**src/rtl/core/iirt2_pkg.sv**
```systemverilog
// ----------------------------------------------------------------------------
// iirt2_pkg
// Types and constants shared by the transposed direct form II IIR core.
// ----------------------------------------------------------------------------
package iirt2_pkg;

  localparam int MAX_TAPS    = 8;
  localparam int TAP_W       = $clog2(MAX_TAPS);
  localparam int SAMPLE_BITS = 16;
  localparam int COEF_BITS   = 24;
  localparam int COEF_FRAC   = COEF_BITS - 4;
  localparam int STATE_BITS  = 48;
  localparam int ACC_W       = STATE_BITS + 2;
  localparam int QUO_W       = SAMPLE_BITS + 1;
  localparam int REM_W       = COEF_BITS + QUO_W;
  localparam int NUM_W       = ACC_W + 1;
  localparam int TERM_W      = COEF_BITS + 1;
  localparam int BIT_W       = $clog2(SAMPLE_BITS);
  localparam int NTAPS_W     = 4;

  typedef enum logic [1:0] {
    CMD_SAMPLE = 2'd0,
    CMD_WR_B   = 2'd1,
    CMD_WR_A   = 2'd2,
    CMD_CLEAR  = 2'd3
  } cmd_t;

  typedef enum logic [2:0] {
    ST_IDLE,
    ST_MAC,
    ST_ACC,
    ST_DIVPRE,
    ST_DIV,
    ST_YFIX,
    ST_DONE
  } state_t;

  typedef struct packed {
    cmd_t                          cmd;
    logic signed [SAMPLE_BITS-1:0] sample_in;
    logic [2:0]                    coef_index;
    logic signed [COEF_BITS-1:0]   coef_value;
  } in_req_t;

  typedef struct packed {
    logic signed [SAMPLE_BITS-1:0] sample_out;
    logic                          saturated;
    logic                          div_by_zero;
  } out_req_t;

endpackage

```
**src/rtl/core/iir_filter_tdf2_core.sv**
```systemverilog
// ----------------------------------------------------------------------------
// iir_filter_tdf2_core
// Fixed-point IIR filter, transposed direct form II, bit-serial MAC and divide.
// ----------------------------------------------------------------------------
// Each sample runs the bit-serial MAC over len = num_taps clamped to 1..8 taps and a
//   restoring divide by a0 for 17 quotient bits; the bit-by-bit divide steps are skipped
//   when the quotient is known to clip, and the whole divide is skipped if a0 is 0.
//   Requests are taken only in idle, so a new one waits until the previous sample is done.
// A result still held at the output stalls the next sample in its last cycle.
// Reset: b all zero, a0 = 1.0, other a zero, delay line zero, num_taps 1.
module iir_filter_tdf2_core (
  input  logic                     clk,
  input  logic                     rst_n,
  input  logic                     in_valid,
  output logic                     in_ready,
  input  iirt2_pkg::in_req_t       in_data,
  output logic                     out_valid,
  input  logic                     out_ready,
  output iirt2_pkg::out_req_t      out_data,
  input  logic                     cfg_we,
  input  logic [iirt2_pkg::NTAPS_W-1:0] cfg_wdata
);
  import iirt2_pkg::*;

  localparam logic signed [ACC_W-1:0] ZMAX = ACC_W'((64'sd1 <<< (STATE_BITS-1)) - 1);
  localparam logic signed [ACC_W-1:0] ZMIN = -ZMAX - ACC_W'(1);

  state_t state_r, state_nxt;

  logic [NTAPS_W-1:0]            ntaps_r;
  logic signed [COEF_BITS-1:0]   b_r [MAX_TAPS];
  logic signed [COEF_BITS-1:0]   a_r [MAX_TAPS];
  logic signed [STATE_BITS-1:0]  z_r [MAX_TAPS];

  logic signed [SAMPLE_BITS-1:0] x_r, y_r, xs_r, ys_r;
  logic signed [ACC_W-1:0]       acc_r;
  logic [BIT_W-1:0]              cnt_r;
  logic [TAP_W-1:0]              tap_r;
  logic [QUO_W-1:0]              q_r;
  logic [REM_W-1:0]              rem_r, dsh_r;
  logic [COEF_BITS-1:0]          ud_r;
  logic                          neg_r, sat_r, dz_r;
  logic                          out_valid_r;
  out_req_t                      out_r;

  logic [TAP_W:0]                len;
  logic                          accept;
  logic                          load_out;
  logic signed [TERM_W-1:0]      term;
  logic signed [ACC_W-1:0]       mac_nxt, sum;
  logic [ACC_W-1:0]              un;
  logic [COEF_BITS-1:0]          ud;
  logic [NUM_W-1:0]              nval;
  logic [REM_W-1:0]              nrem, dtop;
  logic [QUO_W-1:0]              qc;

  always_comb begin
    if (ntaps_r == '0) begin
      len = (TAP_W+1)'(1);
    end else if (ntaps_r > NTAPS_W'(MAX_TAPS)) begin
      len = (TAP_W+1)'(MAX_TAPS);
    end else begin
      len = (TAP_W+1)'(ntaps_r);
    end
  end

  assign accept   = in_valid && in_ready;
  assign load_out = (state_r == ST_DONE) && (!out_valid_r || out_ready);

  always_comb begin
    term = (xs_r[SAMPLE_BITS-1] ? TERM_W'(b_r[tap_r]) : '0)
         - (ys_r[SAMPLE_BITS-1] ? TERM_W'(a_r[tap_r]) : '0);
    if (cnt_r == '0) begin
      mac_nxt = (acc_r <<< 1) - ACC_W'(term);
    end else begin
      mac_nxt = (acc_r <<< 1) + ACC_W'(term);
    end
    sum  = acc_r + ACC_W'(z_r[tap_r]);
    un   = acc_r[ACC_W-1] ? ACC_W'(-acc_r) : ACC_W'(acc_r);
    ud   = a_r[0][COEF_BITS-1] ? COEF_BITS'(-a_r[0]) : COEF_BITS'(a_r[0]);
    nval = NUM_W'(un) + NUM_W'(ud >> 1);
    nrem = REM_W'(nval);
    dtop = REM_W'({ud_r, (QUO_W-1)'(0)});
    qc   = q_r;
  end

  always_comb begin
    state_nxt = state_r;
    unique case (state_r)
      ST_IDLE: begin
        if (accept && in_data.cmd == CMD_SAMPLE) state_nxt = ST_MAC;
      end
      ST_MAC: begin
        if (cnt_r == BIT_W'(SAMPLE_BITS-1)) state_nxt = ST_ACC;
      end
      ST_ACC: begin
        if (tap_r == '0) begin
          state_nxt = (a_r[0] == '0) ? ST_YFIX : ST_DIVPRE;
        end else if ((TAP_W+1)'(tap_r) + 1'b1 < len) begin
          state_nxt = ST_MAC;
        end else begin
          state_nxt = ST_DONE;
        end
      end
      ST_DIVPRE: begin
        if (nval >= NUM_W'({ud_r, QUO_W'(0)})) state_nxt = ST_YFIX;
        else state_nxt = ST_DIV;
      end
      ST_DIV: begin
        if (cnt_r == '0) state_nxt = ST_YFIX;
      end
      ST_YFIX: begin
        state_nxt = (len > (TAP_W+1)'(1)) ? ST_MAC : ST_DONE;
      end
      ST_DONE: begin
        if (!out_valid_r || out_ready) state_nxt = ST_IDLE;
      end
      default: state_nxt = ST_IDLE;
    endcase
  end

  always_comb begin
    in_ready  = (state_r == ST_IDLE);
    out_valid = out_valid_r;
    out_data  = out_r;
  end

  always_ff @(posedge clk) begin
    if (!rst_n) begin
      state_r     <= ST_IDLE;
      ntaps_r     <= NTAPS_W'(1);
      out_valid_r <= 1'b0;
      cnt_r       <= '0;
      for (int i = 0; i < MAX_TAPS; i++) begin
        b_r[i] <= '0;
        a_r[i] <= (i == 0) ? COEF_BITS'(1 << COEF_FRAC) : '0;
        z_r[i] <= '0;
      end
    end else begin
      state_r <= state_nxt;
      if (cfg_we) ntaps_r <= cfg_wdata;
      if (load_out) out_valid_r <= 1'b1;
      else if (out_valid_r && out_ready) out_valid_r <= 1'b0;

      unique case (state_r)
        ST_IDLE: begin
          if (accept) begin
            unique case (in_data.cmd)
              CMD_WR_B: b_r[in_data.coef_index] <= in_data.coef_value;
              CMD_WR_A: a_r[in_data.coef_index] <= in_data.coef_value;
              CMD_CLEAR: begin
                for (int i = 0; i < MAX_TAPS; i++) z_r[i] <= '0;
              end
              CMD_SAMPLE: begin
                for (int i = 0; i < MAX_TAPS; i++) begin
                  if ((TAP_W+1)'(i) + 1'b1 >= len) z_r[i] <= '0;
                end
                x_r   <= in_data.sample_in;
                xs_r  <= in_data.sample_in;
                y_r   <= '0;
                ys_r  <= '0;
                acc_r <= '0;
                tap_r <= '0;
                cnt_r <= '0;
                sat_r <= 1'b0;
                dz_r  <= 1'b0;
              end
              default: ;
            endcase
          end
        end
        ST_MAC: begin
          acc_r <= mac_nxt;
          xs_r  <= xs_r <<< 1;
          ys_r  <= ys_r <<< 1;
          cnt_r <= cnt_r + 1'b1;
        end
        ST_ACC: begin
          if (tap_r == '0) begin
            acc_r <= sum;
            if (a_r[0] == '0) begin
              dz_r  <= 1'b1;
              q_r   <= '0;
              neg_r <= 1'b0;
            end
          end else begin
            if (sum > ZMAX) begin
              z_r[tap_r - 1'b1] <= STATE_BITS'(ZMAX);
              sat_r <= 1'b1;
            end else if (sum < ZMIN) begin
              z_r[tap_r - 1'b1] <= STATE_BITS'(ZMIN);
              sat_r <= 1'b1;
            end else begin
              z_r[tap_r - 1'b1] <= STATE_BITS'(sum);
            end
            tap_r <= tap_r + 1'b1;
            xs_r  <= x_r;
            ys_r  <= y_r;
            acc_r <= '0;
          end
          ud_r <= ud;
        end
        ST_DIVPRE: begin
          neg_r <= acc_r[ACC_W-1] ^ a_r[0][COEF_BITS-1];
          if (nval >= NUM_W'({ud_r, QUO_W'(0)})) begin
            q_r <= '1;
          end else if (nrem >= dtop) begin
            q_r   <= QUO_W'(1);
            rem_r <= nrem - dtop;
            dsh_r <= dtop >> 1;
            cnt_r <= BIT_W'(SAMPLE_BITS-1);
          end else begin
            q_r   <= '0;
            rem_r <= nrem;
            dsh_r <= dtop >> 1;
            cnt_r <= BIT_W'(SAMPLE_BITS-1);
          end
        end
        ST_DIV: begin
          if (rem_r >= dsh_r) begin
            rem_r <= rem_r - dsh_r;
            q_r   <= {q_r[QUO_W-2:0], 1'b1};
          end else begin
            q_r   <= {q_r[QUO_W-2:0], 1'b0};
          end
          dsh_r <= dsh_r >> 1;
          if (cnt_r == '0) cnt_r <= '0;
          else cnt_r <= cnt_r - 1'b1;
        end
        ST_YFIX: begin
          if (neg_r) begin
            if (qc > QUO_W'(1 << (SAMPLE_BITS-1))) begin
              y_r   <= SAMPLE_BITS'(1 << (SAMPLE_BITS-1));
              ys_r  <= SAMPLE_BITS'(1 << (SAMPLE_BITS-1));
              sat_r <= 1'b1;
            end else begin
              y_r   <= SAMPLE_BITS'(-qc);
              ys_r  <= SAMPLE_BITS'(-qc);
            end
          end else begin
            if (qc > QUO_W'((1 << (SAMPLE_BITS-1)) - 1)) begin
              y_r   <= SAMPLE_BITS'((1 << (SAMPLE_BITS-1)) - 1);
              ys_r  <= SAMPLE_BITS'((1 << (SAMPLE_BITS-1)) - 1);
              sat_r <= 1'b1;
            end else begin
              y_r   <= SAMPLE_BITS'(qc);
              ys_r  <= SAMPLE_BITS'(qc);
            end
          end
          tap_r <= TAP_W'(1);
          xs_r  <= x_r;
          acc_r <= '0;
          cnt_r <= '0;
        end
        ST_DONE: begin
          cnt_r <= '0;
          if (load_out) begin
            out_r.sample_out   <= y_r;
            out_r.saturated    <= sat_r;
            out_r.div_by_zero  <= dz_r;
          end
        end
        default: ;
      endcase
    end
  end

  a_dz_zero: assert property (@(posedge clk) disable iff (!rst_n)
    out_valid_r && out_r.div_by_zero |-> out_r.sample_out == '0)
    else $error("div_by_zero result with nonzero sample");

  a_tap_range: assert property (@(posedge clk) disable iff (!rst_n)
    state_r == ST_MAC |-> (TAP_W+1)'(tap_r) < len)
    else $error("tap index beyond length");

  a_busy: assert property (@(posedge clk) disable iff (!rst_n)
    accept && in_data.cmd == CMD_SAMPLE |=> !in_ready)
    else $error("sample request did not start work");

  a_idle_cnt: assert property (@(posedge clk) disable iff (!rst_n)
    state_r == ST_IDLE |-> cnt_r == '0)
    else $error("bit counter not parked in idle");

endmodule

```
**config.mk**
```make
export PLATFORM = sky130hd
export DESIGN_NAME = iir_filter_tdf2_core
export DESIGN_NICKNAME = d
export VERILOG_FILES = /design/src/rtl/core/iirt2_pkg.sv /design/src/rtl/core/iir_filter_tdf2_core.sv
export SDC_FILE = /design/constraint.sdc
export NUM_CORES = 2
export LEC_CHECK = 0
export BUFFER_PORTS_ARGS = -buffer_cell sky130_fd_sc_hd__buf_2
export CORE_ASPECT_RATIO = 2
export CORE_MARGIN = 3
export CORE_UTILIZATION = 35
export DETAILED_ROUTE_END_ITERATION = 16
export GPL_TIMING_DRIVEN = 0
export HOLD_SLACK_MARGIN = 0.02
export MAX_ROUTING_LAYER = met4
export PLACE_DENSITY_LB_ADDON = 0.2
export SLEW_MARGIN = 0
export SYNTH_ARGS = -nofsm -noshare
export SYNTH_HDL_FRONTEND = slang
export SYNTH_SLANG_ARGS = --single-unit
```
**constraint.sdc**
```tcl
create_clock -name clk -period 28.6 [get_ports clk]
set_clock_uncertainty 0.15 [all_clocks]
set_input_delay 4.29 -clock clk [delete_from_list [all_inputs] [get_ports clk]]
set_output_delay 4.29 -clock clk [all_outputs]
set_load 0.05 [all_outputs]
```
======== Word level (Yosys, flattened, before mapping) ========
Memories as Yosys holds them, arrays and structs flattened. A register that Yosys moved wholly into a read port is not among the register bits.
Index checks and enable logic that the tools add are counted.
word-level totals
  register bits after elaboration ......... 273
  latch bits .............................. 0
  memory bits (writable) .................. 768
  ROM bits ................................ 0
  input port bits ......................... 54
  output and inout port bits .............. 20
  logic and storage cells ................. 321
  memories kept ........................... 3
cells by class
  $add $sub $neg .......................... 15
  multipliers ............................. 0
  divide/modulo/power cells ............... 0
  $lt $le $gt $ge ......................... 18
  equal/unequal tests ..................... 24
  shifts and indexed selects .............. 0
  muxes and demuxes ....................... 182
  bitwise operators ....................... 19
  reductions and logical operators ........ 40
memories
  memory  words  width  read ports  clocked after Yosys merged registers in  wr ports  line                        source
  z_r     8      48     1           1                                        8         iir_filter_tdf2_core.sv:33  logic signed [STATE_BITS-1:0] z_r [MAX_TAPS];
  a_r     8      24     2           1                                        8         iir_filter_tdf2_core.sv:32  logic signed [COEF_BITS-1:0] a_r [MAX_TAPS];
  b_r     8      24     1           1                                        8         iir_filter_tdf2_core.sv:31  logic signed [COEF_BITS-1:0] b_r [MAX_TAPS];
operators by type and width
  operator              count
  $mux 48               19
  $mux 50               5
  $pmux 50 s4           1
  $mux 41               4
  $pmux 41 s2           2
  $mux 16               9
  $pmux 16 s4           2
  $mux 1                101
  $mux 24               3
  $add 50x23->51        1
  $ge 51x41->1          1
  $mux 17               3
  $mux 3                17
  $pmux 17 s3           1
  $add 50x25->50        1
  $add 50x48->50        1
  $gt 50x48->1 const B  1
  $lt 50x48->1 const B  1
  $mux 25               2
  $neg 50->50           1
  $sub 50x25->50        1
  $reduce_or 24->1      2
  $reduce_or 48->1      1
  $ge 41x40->1          1
  other kinds (56)      117

======== Logic depth before layout (Yosys ltp) ========
  word-level depth ........................ 12
  gate-level depth with buffers ........... 33
  gate-level depth less buffers ........... 31

======== Worst setup path before layout ========
No wires, ideal clock.
  path type ............................... input -> register
  start ................................... in in_data[43] in the netlist's numbering
  end ..................................... mem z_r[0][0], enable pin
  setup time .............................. 0.620 ns
  arrival ................................. 10.281 ns
  required time ........................... 27.830 ns
  slack ................................... 17.549 ns
  stages .................................. 3
  buffers on the path ..................... 0
  cells stage by stage .................... nor2_1 > nand4_1 > o311ai_0
RTL lines
  element             line                        source
  start: declaration  iir_filter_tdf2_core.sv:16  input iirt2_pkg::in_req_t in_data,
  end: declaration    iir_filter_tdf2_core.sv:33

==> run summary <==
The headroom to the max-slew limit came out at 0.868%. The H-tree depth is 3. The first-pass iteration count of the detailed router came out at 7. The total routing usage reported by global routing came out at 24.7%. The die is 305 um wide. In this run the post-CTS setup repair buffer count came out at 0. The clock network burns 16.3% of the power. The remaining number of nets flagged by the antenna check after routing is 0. The number of buffers and inverters on the critical path is 5.

The y dimension of the die is 604 um. The number of clock buffers inserted by TritonCTS is 96. The mean post-synth cell area came out at 11.3 um^2. For this run, the slowest stage of the critical path takes 840 ps. The via density per instance is 5.71.

The placer's final routability congestion estimate came out at 0.979. Synthesis handed over a netlist of 5550 instances. By area the synthesized netlist is led by sky130_fd_sc_hd__edfxtp_1 49%, sky130_fd_sc_hd__mux4_2 6.9%, sky130_fd_sc_hd__ha_1 5.8%. The category of the critical setup timing path is reg -> reg.

The power spent charging and discharging nets is 3990 uW. The flow ran to the end, and the final reports show no timing, DRC or antenna violations. For the pin with the worst max-slew slack, the measured transition is 1490 ps. The number of DRC markers after the initial detailed-route iteration came out at 3154. The site row count is 218.

The boundary pin count came out at 74. The synthesized design contains 1042 register bits. The count of flip-flops with a built-in enable after synthesis is 1027. The final critical-path required period came out at 12740 ps. In the synthesized netlist, the cells that appear most often are 1027 x sky130_fd_sc_hd__edfxtp_1, 501 x sky130_fd_sc_hd__o21ai_0, 456 x sky130_fd_sc_hd__nor2_1, 399 x sky130_fd_sc_hd__and2_1, 317 x sky130_fd_sc_hd__nand2_1.

Clock tree synthesis selected as its root buffer the cell sky130_fd_sc_hd__clkbuf_16. The internal power summed over all cells came out at 4210 uW. In this run the tool buffered the top-level ports with 72 buffer cells. The sequential share of the synthesized area came out at 49.8%. The first-pass GRT wire length came out at 324000 um. The largest net degree at the start of global routing came out at 42. The overall die area is 184000 um^2. The net switching share of the total power is 48.7%.

The number of gates given a new drive strength after cts is 0. The hold-fix buffer count after cts is 0. The number of warning messages in the yosys log came out at 0.

sky130_fd_sc_hd__edfxtp_1 takes more of the synthesized area than any other cell. The wire-length estimate of the detail-placed layout is 177000 um. Across the run, the number of max-cap violations was 0. Of all nets on the critical path, the largest fanout is 26. The utilization after layout is 39.6%. The worst setup path is launched from a flip-flop. The static leakage came out at 0.0260 uW. The number of antenna violations at the first check in global routing came out at 16.

For this run, the post-layout net count is 6121. When the netlist entered floorplanning its net count stood at 5903. The top cell family by delay on the critical path is compound AO/OA/AOI/OAI gates. Setup repair after global routing left no endpoint under its margin. The final setup violation count came out at 0. The clock sink count came out at 1042. The clock insertion delay at the later pin of the skew report is 750 ps. The arrival time of the worst setup path came out at 13040 ps.

STA classifies the critical path endpoint as a flip-flop. After detailed routing, the number of remaining DRC violations is 0. The areal power density over the cells is 117 nW/um^2. In the synthesized netlist the dominant register cell turns out to be sky130_fd_sc_hd__edfxtp_1.

TritonCTS built the clock tree. The longest clock path from root to sink contains 3 buffers. The number of filler instances in the final layout came out at 17100. After detailed routing, the average wire length per cell comes to 27.7 um. The total detailed-routing wirelength came out at 226000 um.

The area added between synthesis and finish came out at 12.1%. The part of the cycle the worst path needs is 44.5%. For this configuration, the core starts out at a cell density of 35.3%. The class of the tightest hold or removal check is reg -> reg. After clock tree synthesis, the clock-pin slew on the worst setup and hold paths is 70 ps. In this run, the combinational gates consume 59.7% of the power. The highest clock rate is 78.5 MHz. The largest voltage drop on the vdd net came out at 0.0000919 V.

The core area came out at 177000 um^2. The via count of the first global-routing pass came out at 48400. The vias after detailed routing is 46700. The sum of negative setup slack is 0 ps.

After global routing the overflow that remains totals 0. In the synthesized netlist the async set-or-reset flop fraction comes to 0%. The max-slew violation count came out at 0. The post-synthesis cell type count came out at 96. For this design, the slowest cell found on the critical path is sky130_fd_sc_hd__buf_1. The final hold violation count is 0. The mapped netlist covers 62500 um^2. The most frequent cell after synthesis is sky130_fd_sc_hd__edfxtp_1. In this run, flip-flops and latches consume 24.0% of the power.

The share of post-route cells with drive strength above 1 is 10.7%. The fraction of synthesized cell area taken by the top area cell type is 49.3%. The required time reported for the critical path endpoint is 28900 ps.
-- power groups by stage --
stage / Combinational, uW / Clock, uW / Sequential, uW
final: 4900 / 1340 / 1970
after global routing: 5280 / 1410 / 1980
after CTS: 4840 / 1360 / 1970
after detailed placement: 4810 / 0 / 2000
after global placement: 4760 / 0 / 2010
after floorplan: 3230 / 0 / 1940
-- through the flow --
step                total power (uW)  cells  setup WS [ps]  hold WS [ps]  instance area (um^2)
finish                          8200   8169          15860           268                 70100
global route                    8660   8167          15100           289                 70100
CTS                             8170   8154          15770           269                 70000
detailed placement              6810   7977          15900           267                 66800
global placement                6770   7932          10880           266                 65800
floorplan                       5180   5550          17550           250                 62500
-- layer usage --
metal	share of wire [%]	track usage, %	up-vias	wire, um
met1	33	23.0	23400	73700
met5	0	-	-	0
met2	55	46.8	1430	124000
li1	-	-	21200	-
met4	8.7	18.1	0	19800
met3	3.8	2.42	628	8610
-- layout by cell type (no fill, tap or decap), types with 75 or more instances in the layout --
| cell | Yosys | final |
|---|---|---|
| sky130_fd_sc_hd__a21o_1 | 115 | 115 |
| sky130_fd_sc_hd__a21oi_1 | 291 | 291 |
| sky130_fd_sc_hd__and2_1 | 399 | 398 |
| sky130_fd_sc_hd__buf_2 | 7 | 83 |
| sky130_fd_sc_hd__clkbuf_1 | 268 | 286 |
| sky130_fd_sc_hd__clkbuf_16 | 0 | 96 |
| sky130_fd_sc_hd__edfxtp_1 | 1027 | 1027 |
| sky130_fd_sc_hd__ha_1 | 292 | 292 |
| sky130_fd_sc_hd__inv_1 | 209 | 209 |
| sky130_fd_sc_hd__mux2_2 | 79 | 79 |
| sky130_fd_sc_hd__mux4_2 | 192 | 192 |
| sky130_fd_sc_hd__nand2_1 | 317 | 317 |
| sky130_fd_sc_hd__nand3_1 | 81 | 75 |
| sky130_fd_sc_hd__nor2_1 | 456 | 453 |
| sky130_fd_sc_hd__nor3_1 | 83 | 83 |
| sky130_fd_sc_hd__o21ai_0 | 501 | 488 |
| sky130_fd_sc_hd__xnor2_1 | 198 | 198 |
| sky130_fd_sc_hd__xor2_1 | 78 | 78 |
-- area by class of cell --
class	instances	area [um^2]	area share, %
Antenna cell	12	30.0	0.0429
Buffer	309	1180	1.68
Clock buffer	120	2540	3.63
Clock inverter	57	617	0.880
Inverter	210	788	1.13
Multi-Input combinational cell	3989	29700	42.4
Sequential cell	1042	31100	44.4
Tap cell	2310	2890	4.13
Timing Repair Buffer	120	1160	1.66
-- state kept, by name (all words and copies together) (netlist names), named ones only --
signal	cells
q_r	17
ntaps_r	4
dz_r	1
cnt_r	4
ys_r	16
neg_r	1
state_r	3
y_r	16
xs_r	16
acc_r	50
x_r	16
out_data	18
a_r	192
tap_r	3
out_valid	1
sat_r	1
dsh_r	39
ud_r	24
rem_r	41
b_r	192
z_r	384
-- final timing paths --
check | cells past startpoint | slack, ps | end | startpoint
setup / recovery | 32 | 15860 | acc_r[49]$_DFFE_PP_ | flip-flop
hold / removal | 0 | 270 | out_data[0]$_DFFE_PP_ | dz_r$_DFFE_PP_
setup reg to reg | 32 | 15860 | acc_r[49]$_DFFE_PP_ | flip-flop
hold reg to reg | 0 | 270 | out_data[0]$_DFFE_PP_ | dz_r$_DFFE_PP_
-- worst reg2reg max path: cells and delay by family (launching register included) --
family                     cells  cell delay [ps]
xor gates and xnor gates       1              280
DFF                            1              580
buffers and inverters          5             3420
muxes                          2              640
and+or+nand+nor                7             1670
adders and majority gates      3             1220
AOI/OAI and AO/OA             14             4470
-- logic make-up after synthesis --
| logic type | share of synthesized area, % |
|---|---|
| compound gates | 13.8 |
| xor+xnor | 3.90 |
| fa+ha+maj | 6.07 |
| buf+inv | 3.14 |
| flops | 49.8 |
| mux | 9.41 |
| simple gates | 13.8 |
Power figures use the tool's default switching activity.
